## config.mk

```make
export PLATFORM = sky130hd
export DESIGN_NAME = npd_ctrl
export DESIGN_NICKNAME = d
export VERILOG_FILES = /design/src/hdl/npd_pkg.sv /design/src/hdl/npd_ctrl.sv
export SDC_FILE = /design/constraint.sdc
export NUM_CORES = 1
export LEC_CHECK = 0
export BUFFER_PORTS_ARGS = -buffer_cell sky130_fd_sc_hd__buf_4
export CORE_AREA = 2 2 43 45
export DETAILED_ROUTE_END_ITERATION = 8
export DIE_AREA = 0 0 45 47
export PLACE_DENSITY = 0.54
export SYNTH_ARGS = -nofsm -noshare
export SYNTH_HDL_FRONTEND = slang
export SYNTH_SLANG_ARGS = --single-unit
export TNS_END_PERCENT = 30
```

## constraint.sdc

```tcl
create_clock -name clk -period 2.25 [get_ports clk]
set_clock_uncertainty 0.15 [all_clocks]
set_input_delay 0.225 -clock clk [delete_from_list [all_inputs] [get_ports clk]]
set_output_delay 0.225 -clock clk [all_outputs]
set_load 0.02 [all_outputs]
```

## src/hdl/npd_pkg.sv

```systemverilog
`timescale 1ns / 1ps
// npd_pkg: shared constants, codes and controller/datapath interface types
// for the nearest point distance block. No dependencies.
package npd_pkg;

	localparam int MAX_POINTS = 1024;
	localparam int ADDR_W     = $clog2(MAX_POINTS);
	localparam int CNT_W      = ADDR_W + 1;
	localparam int COORD_W    = 16;
	localparam int MAG_W      = COORD_W;        // |a - b| of two coords
	localparam int SQ_W       = 2 * MAG_W;
	localparam int SUM_W      = SQ_W + 2;       // sum of three squares
	localparam int ROOT_W     = SUM_W / 2;
	localparam int REM_W      = ROOT_W + 2;
	localparam int ITER_W     = $clog2(ROOT_W);
	localparam int PT_W       = 3 * COORD_W;
	localparam int REQ_W      = 2;
	localparam int STAT_W     = 2;
	localparam int DIST_W     = 18;

	localparam logic [REQ_W-1:0] REQ_APPEND = 2'd0;
	localparam logic [REQ_W-1:0] REQ_QUERY  = 2'd1;
	localparam logic [REQ_W-1:0] REQ_CLEAR  = 2'd2;

	localparam logic [STAT_W-1:0] ST_OK    = 2'd0;
	localparam logic [STAT_W-1:0] ST_EMPTY = 2'd1;
	localparam logic [STAT_W-1:0] ST_FULL  = 2'd2;

	typedef struct packed {
		logic accept;       // input transfer this cycle
		logic scan_issue;   // read one stored point
		logic root_start;   // launch square root on best_q
		logic finish;       // load the output register
	} npd_cmd_t;

	typedef struct packed {
		logic count_zero;
		logic last_issue;   // scan index is at the last stored point
		logic pipe_busy;
		logic root_done;
		logic out_free;
	} npd_stat_t;

endpackage

```

## src/hdl/npd_ctrl.sv

```systemverilog
`timescale 1ns / 1ps
// npd_ctrl: sequencer for append, clear and query scan / root / result.
// Depends on npd_pkg.
module npd_ctrl (
	input  logic                      clk,
	input  logic                      arst_n,
	input  logic                      in_valid,
	input  logic [npd_pkg::REQ_W-1:0] req_type,
	input  npd_pkg::npd_stat_t        stat,
	output npd_pkg::npd_cmd_t         cmd,
	output logic                      in_stall
);
	import npd_pkg::*;

	typedef enum logic [4:0] {
		S_IDLE  = 5'b00001,
		S_SCAN  = 5'b00010,
		S_DRAIN = 5'b00100,
		S_ROOT  = 5'b01000,
		S_DONE  = 5'b10000
	} npd_state_t;

	npd_state_t state_q, state_d;

	always_comb begin
		state_d        = state_q;
		cmd            = '0;
		case (state_q)
			S_IDLE: begin
				cmd.accept = in_valid;
				if (in_valid) begin
					if (req_type == REQ_QUERY && !stat.count_zero)
						state_d = S_SCAN;
					else
						state_d = S_DONE;
				end
			end
			S_SCAN: begin
				cmd.scan_issue = 1'b1;
				if (stat.last_issue)
					state_d = S_DRAIN;
			end
			S_DRAIN: begin
				if (!stat.pipe_busy) begin
					cmd.root_start = 1'b1;
					state_d        = S_ROOT;
				end
			end
			S_ROOT: begin
				if (stat.root_done)
					state_d = S_DONE;
			end
			S_DONE: begin
				if (stat.out_free) begin
					cmd.finish = 1'b1;
					state_d    = S_IDLE;
				end
			end
			default: state_d = S_IDLE;
		endcase
	end

	always_ff @(posedge clk or negedge arst_n) begin
		if (!arst_n)
			state_q <= S_IDLE;
		else
			state_q <= state_d;
	end

	assign in_stall = (state_q != S_IDLE);

endmodule

```

==> metrics.md, run 1 <==
| Metric | Value |
|---|---|
| Status | completed |
| DP HPWL | 668.8 um |
| Netlist cell types | 30 |
| Post-CTS Setup Inserts | 0 |
| Final Setup Violations | 0 |
| Final wirelength | 920 um |
| CP Launch Type | flop |
| FILL cells | 183 |
| CTS resizes | 0 |
| Peak VDD IR | 0.3250 mV |
| Sum Neg Setup Slack | 0 ns |
| Clk root buf | clkbuf_4 |
| Worst Hold Class | input pin to flop |
| Final hold viol count | 0 |
| GR Util All Layers | 0.1010 |
| Vias in the first global route | 329 |
| RR Startpoint | state_q[3]$_DFFE_PN0P_ |
| # DRC | 0 |
| Routed Antenna Nets | 0 |
| Die W | 45 um |
| Clock latency on the worst-skew pair | 0.25 ns |
| DR iter-0 viols | 6 |
| Largest reg by FF count | state_q |
| Register area | 126.4 um2 |
| Min-delay src | stat[2] |
| Ant diodes | 0 |
| RD Place Congestion | 0.7294 |
| Final #Nets | 68 |
| Critical path arrival | 1.51 ns |
| DR WL/cell | 12.43 um |
| Die area | 0.002115 mm2 |
| Leakage power | 0.0002547 uW |
| EDFF count, synth | 0 |
| Cell area after synthesis | 386.6 um2 |
| Multi-input logic area | 221.5 um2 |
| First-pass GRT wire length | 1449 um |
| Initial core utilization | 0.2341 |
| Vias | 369 |
| Max reg flops | 5 |
| Synth Instances | 41 |
| Die height | 47 um |
| Synth area leader | dfrtp_1 |
| Syn nets | 51 |
| # IOs | 15 |
| Fin crit share | 0.8383 |
| Hold path endpoint | state_q[3]$_DFFE_PN0P_ |
| Post-layout min period | 1.886 ns |
| Clock slew at reported path FFs | 0.05 ns |
| Mean Syn Cell Area | 9.430 um2 |
| Rows | 15 |
| Max Cap Viol | 0 |
| CP required | 1.88 ns |
| Main area contributors after synthesis | dfrtp_1 (26%), dfstp_2 (6.8%), nor4_2 (6.5%) |
| H-tree depth | 1 |
| CTS tree | built |
| I/O Buffers | 14 |
| Clk buf depth | 2 |
| R2R cell count | 3 |
| Total power | 459.6 uW |
| Hold Path Stages | 2 |
| RSZ-0062 raised after global routing | no |
| Yosys top cell area share | 0.2589 |
| Yosys warning count | 0 |
| Slew Viols, Final | 0 |
| Worst Tran Pin Value | 0.3657 ns |
| Async set-reset flop share out of synthesis | 1.000 |
| Largest net degree at the start of global routing | 11 |
| Crit Reg-Reg Endpoint | state_q[0]$_DFFE_PN1P_ |
| Top flop regs | state_q x5 |
| CORE AREA | 0.001652 mm2 |
| Initial antenna violation count | 0 |
| CP Max Fanout | 8 |
| Pwr dens | 880.9 mW/mm2 |
| CTS Sinks | 5 |
| Main synth FF type | dfrtp_1 |
| Final instance area | 521.8 um2 |
| Pre-antenna DRT Iters | 4 |
| Worst reg-to-reg setup slack | 0.79 ns |
| Grt ovf | 0 |
| Sequential share of the synthesized area | 0.3269 |
| Cts bufs inserted | 3 |
| Vias per cell | 4.986 |
| Fraction of layout cells with a size suffix above 1 | 0.3860 |
| Post-DP Area | 485.5 um2 |
| FMAX | 530.2 MHz |
| Synth-to-Final Area Change | 34.95% |
| Slew headroom | 0.7542 |
| Seq cells post-synth | 5 |
| WS Path Type | flop to primary output |
| Crit end category | primary output |
[kinds of logic after synthesis]
group	synth area share
compound gates	0.1942
xor+xnor	0.02266
buf+inv	0.1003
flops	0.3269
simple gates	0.3560
[stage by stage]
step,hold slack (ns),setup slack [ns],util,cells
final,0.01948,0.3638,0.3159,74
after global routing,0.02479,0.2554,0.3159,74
after CTS,0.01718,0.3629,0.3159,74
after detailed placement,-0.1214,0.6543,0.2939,69
after global placement,-0.1204,0.6602,0.2939,69
after floorplan,-0.2206,0.7032,-,41
[worst max-delay path by stage]
stage | slack (ns) | endpoint | start | depth (start not counted)
after floorplan | 0.70 | state_q[1]$_DFFE_PN0P_ | state_q[3]$_DFFE_PN0P_ | 4
after global placement | 0.66 | cmd[1] | state_q[3]$_DFFE_PN0P_ | 4
after detailed placement | 0.65 | cmd[1] | state_q[3]$_DFFE_PN0P_ | 4
after CTS | 0.36 | cmd[1] | state_q[3]$_DFFE_PN0P_ | 4
after global routing | 0.26 | cmd[1] | state_q[3]$_DFFE_PN0P_ | 4
final | 0.36 | cmd[1] | state_q[3]$_DFFE_PN0P_ | 4
[critical path, cell delays in order, from the launching register on]
cell,delay (ns)
dfrtp_1,0.49
nor3_2,0.31
nand3b_1,0.19
nor2_1,0.13
buf_4,0.15
[synth_stat cells, drive strengths merged (2+ instances only)]
library cell and n:
nand2b 2, dfrtp 4, nand2 2, o21ai 2
nor2 3, nor4 2, inv 3, buf 3
nor3 2
[cell type report]
class	instances	area share
inverters	3	0.02158
repair buffers	15	0.2206
multi-input cells	30	0.4245
well taps	17	0.04077
flip-flops and latches	5	0.2422
clock buffers	4	0.05036
[placed cells by master, fill, tap and decap left out]
master	synthesis	final
a211o_1	1	1
a21boi_0	1	1
a21oi_1	1	1
a22o_1	1	1
and3_1	1	1
and3b_1	1	1
and4b_1	1	1
buf_4	0	14
clkbuf_1	0	1
clkbuf_4	0	3
dfrtp_1	4	4
dfstp_2	1	1
dlygate4sd3_1	0	1
inv_1	3	3
nand2_1	2	2
nand2b_1	2	2
nand3_1	1	1
nand3b_1	1	1
nor2_1	3	3
nor2b_1	1	1
nor3_1	1	1
nor3_2	1	1
nor3b_1	1	1
nor4_2	2	2
nor4b_1	1	1
o21ai_0	1	1
o21ai_1	1	1
o2bb2ai_1	1	1
o32a_1	1	1
o32ai_2	1	1
or3_1	1	1
xor2_1	1	1
[power by group]
group / total (uW) / switching [uW] / internal (uW)
Sequential: 164 / 47.4 / 116
Combinational: 188 / 90.2 / 97.9
Clock: 108 / 40.6 / 67.3
Total: 460 / 178 / 281
[per-layer routing]
layer  vias to the layer above  part of all wire  global-route usage
li1                        180                 -                   -
met1                       171              0.45              0.1238
met2                        18              0.46              0.1400
met3                         0             0.087             0.04615
met4                         0                 0             0.07059
met5                         -                 0                   0
[timing repair]
item | in CTS | in global routing
setup endpoints to repair | 0 | 0
endpoints found under the hold margin | 5 | 0
hold buffers | 1 | 0
(Power assumes the default switching activity.)
==> inputs of run 2 (changes only) <==
PLACE_DENSITY = 0.55   (was 0.54)
clock period = 1.7 ns   (was 2.25 ns; I/O delays follow)
==> run 2 against run 1 <==
Compared with the run above:
- critical path depth fell by 1
- clock power up 29%
- flip-flop and latch count unchanged
- hold slack lost 0.0060 ns
- via count increased by 15%
- register-to-register slack worse by 0.64 ns
- largest power group unchanged
- combinational power increased by 85%
- critical path type unchanged
- worst setup slack worse by 0.36 ns
- wire length is 19% higher
- clock-buffer cell count did not move
- cell area grew 21%
- utilization is 6.7 points higher
==> metrics.md, run 2 (synthesis results as in run 1) <==
| Metric | Value |
|---|---|
| Sw Share | 0.3728 (-0.01477) |
| Top flop regs | state_q x5 |
| Final wirelength | 1091 um (+19%) |
| Final #Nets | 77 (+13%) |
| CTS tree | built |
| Die W | 45 um (unchanged) |
| Clk buf depth | 2 (unchanged) |
| Fraction of layout cells with a size suffix above 1 | 0.5152 (+0.1292) |
| Synth-to-Final Area Change | 63.43% |
| DR iter-0 viols | 3 (-3) |
| Clock Power Share | 0.193 (-0.042) |
| CP max stage cell | dfrtp_2 |
| Die area | 0.002115 mm2 (unchanged) |
| Crit path cell chain | nor4_4 > and3_4 > buf_6 |
| Vias per cell | 5.133 (+2.9%) |
| Die height | 47 um (unchanged) |
| CTS Sinks | 5 (unchanged) |
| Cts bufs inserted | 3 (unchanged) |
| Fin crit share | 0.9981 |
| H-tree depth | 1 (unchanged) |
| CP required | 1.38 ns (-0.50 ns) |
| Total net switching power | 269.7 uW (+51%) |
| Pre-CTS setup slack | 0.1857 ns (-0.4686 ns) |
| Initial antenna violation count | 0 (unchanged) |
| Slew Viols, Final | 0 (unchanged) |
| Max incr delay on CP | 0.46 ns (-0.03 ns) |
| Largest reg by FF count | state_q |
| DR WL/cell | 13.14 um (+5.7%) |
| CP Launch Point | state_q[4]$_DFFE_PN0P_ |
| Worst Tran Pin Value | 0.2780 ns (-0.08770 ns) |
| Pre-antenna DRT Iters | 4 (unchanged) |
| Critical path arrival | 1.38 ns (-0.13 ns) |
| Seq pwr share | 0.326 (-0.030) |
| GR Util All Layers | 0.1185 (+0.01753) |
| Gate power share | 0.481 (+0.072) |
| Sum Neg Setup Slack | 0 ns (unchanged) |
| # IOs | 15 (unchanged) |
| # DRC | 0 (unchanged) |
| Routed Antenna Nets | 0 (unchanged) |
| Final Util | 0.3826 (+0.06667) |
| Peak VDD IR | 0.5660 mV (+74%) |
| Clock latency on the worst-skew pair | 0.24 ns (about the same) |
| Final hold viol count | 0 (unchanged) |
| WS Path Type | flop to primary output |
| Vias | 426 (+15%) |
| Largest net degree at the start of global routing | 11 (unchanged) |
| Leakage power | 0.0002945 uW (+16%) |
| Status | completed |
| Max reg flops | 5 (unchanged) |
| I/O Buffers | 14 (unchanged) |
| Ant diodes | 0 (unchanged) |
| Rows | 15 (unchanged) |
| Min-delay src | stat[3] |
| Max Cap Viol | 0 (unchanged) |
| Crit end category | primary output |
| Clock slew at reported path FFs | 0.05 ns (about the same) |
| Worst Hold Class | input pin to flop |
| RR Startpoint | state_q[4]$_DFFE_PN0P_ |
| DP HPWL | 700.5 um (+4.7%) |
| RD Place Congestion | 0.7805 (+7.0%) |
| CP Launch Type | flop |
| Final Setup Violations | 0 (unchanged) |
| CP Max Fanout | 5 (-3) |
| Most common cell after layout, fill and taps aside | buf_4 |
| RSZ-0062 raised after global routing | yes |
| Multi-input logic area | 250.2 um2 (+13%) |
| Pwr dens | 1145 mW/mm2 (+30%) |
| FILL cells | 170 (-7.1%) |
| Grt ovf | 0 (unchanged) |
| Commonest non-fill, non-tap cells in the layout | buf_4 (20), dfrtp_2 (4) |
| Slew headroom | 0.8121 (+0.05788) |
| First-pass GRT wire length | 1711 um (+18%) |
| Post-layout min period | 1.697 ns |
| FMAX | 589.3 MHz |
| Final setup margin | 0.003179 ns (-0.3606 ns) |
| Clk root buf | clkbuf_4 |
| CORE AREA | 0.001652 mm2 (unchanged) |
| Power Internal | 453.7 uW (+61%) |
| Initial core utilization | 0.2341 (unchanged) |
| Vias in the first global route | 408 (+24%) |
| Register area | 131.4 um2 (+4.0%) |
==> run 2: cell types whose count changed in the layout (fill, tap and decap cells not counted) <==
cell / before / now
buf_4: 14 / 20
nor4_2: 2 / 0
dfrtp_2: 0 / 4
dfrtp_1: 4 / 0
and3_4: 0 / 1
buf_6: 0 / 1
nor3_4: 0 / 1
nor4_4: 0 / 2
nor3_2: 1 / 0
dlygate4sd3_1: 1 / 3
and3_1: 1 / 0
==> run 2: power groups by stage <==
stage	combinational, uW	sequential, uW	clock, uW
finish	348	236	139
global route	381	241	157
CTS	283	228	145
detailed placement	251	215	0
global placement	252	212	0
floorplan	201	173	0
==> run 2: layout make-up <==
| class | count | share of cell area |
|---|---|---|
| clock buffer | 4 | 0.04158 |
| inverter | 3 | 0.01782 |
| timing repair buffer | 24 | 0.3030 |
| sequential | 5 | 0.2079 |
| tap | 17 | 0.03366 |
| multi-input combinational | 30 | 0.3960 |
==> run 2: what timing repair did <==
action / in CTS / in global routing
hold buffers: 3 / 0
setup endpoints to repair: 4 / 4
pin swaps: 2 / 6
buffers inserted: 1 / 5
gates cloned: 0 / 0
hold endpoints to repair: 6 / 0
resized for setup: 6 / 3
==> run 2: worst max-delay path, delay by kind of cell, from the launching register on <==
family	cells	cell delay, ns
simple gates	2	0.56
buf+inv	1	0.11
flops	1	0.46
==> run 2: routing by layer <==
metal,part of all wire,track usage,vias up
met5,0,0,-
li1,-,-,204
met3,0.033,0.01154,4
met4,0.033,0.1235,0
met1,0.42,0.1329,202
met2,0.51,0.1914,16
==> run 2: through the flow <==
step	cells	power, uW	hold slack, ns	cell area, um2
floorplan	41	373.9	-0.2756	386.6
global placement	70	463.8	-0.1716	493.0
detailed placement	70	466.5	-0.1746	493.0
CTS	78	657.0	0.009131	579.3
global route	83	777.6	0.02747	631.9
finish	83	723.4	0.01343	631.9
==> run 2: path summary, 6_finish.rpt <==
path	slack [ns]	cells past startpoint	to
max	0.003	3	cmd[3]
max reg2reg	0.15	3	state_q[3]$_DFFE_PN0P_
max in group asynchronous	1.09	2	state_q[0]$_DFFE_PN1P_
min	0.01	2	state_q[2]$_DFFE_PN0P_
min reg2reg	0.54	2	state_q[2]$_DFFE_PN0P_
min in group asynchronous	0.12	2	state_q[4]$_DFFE_PN0P_
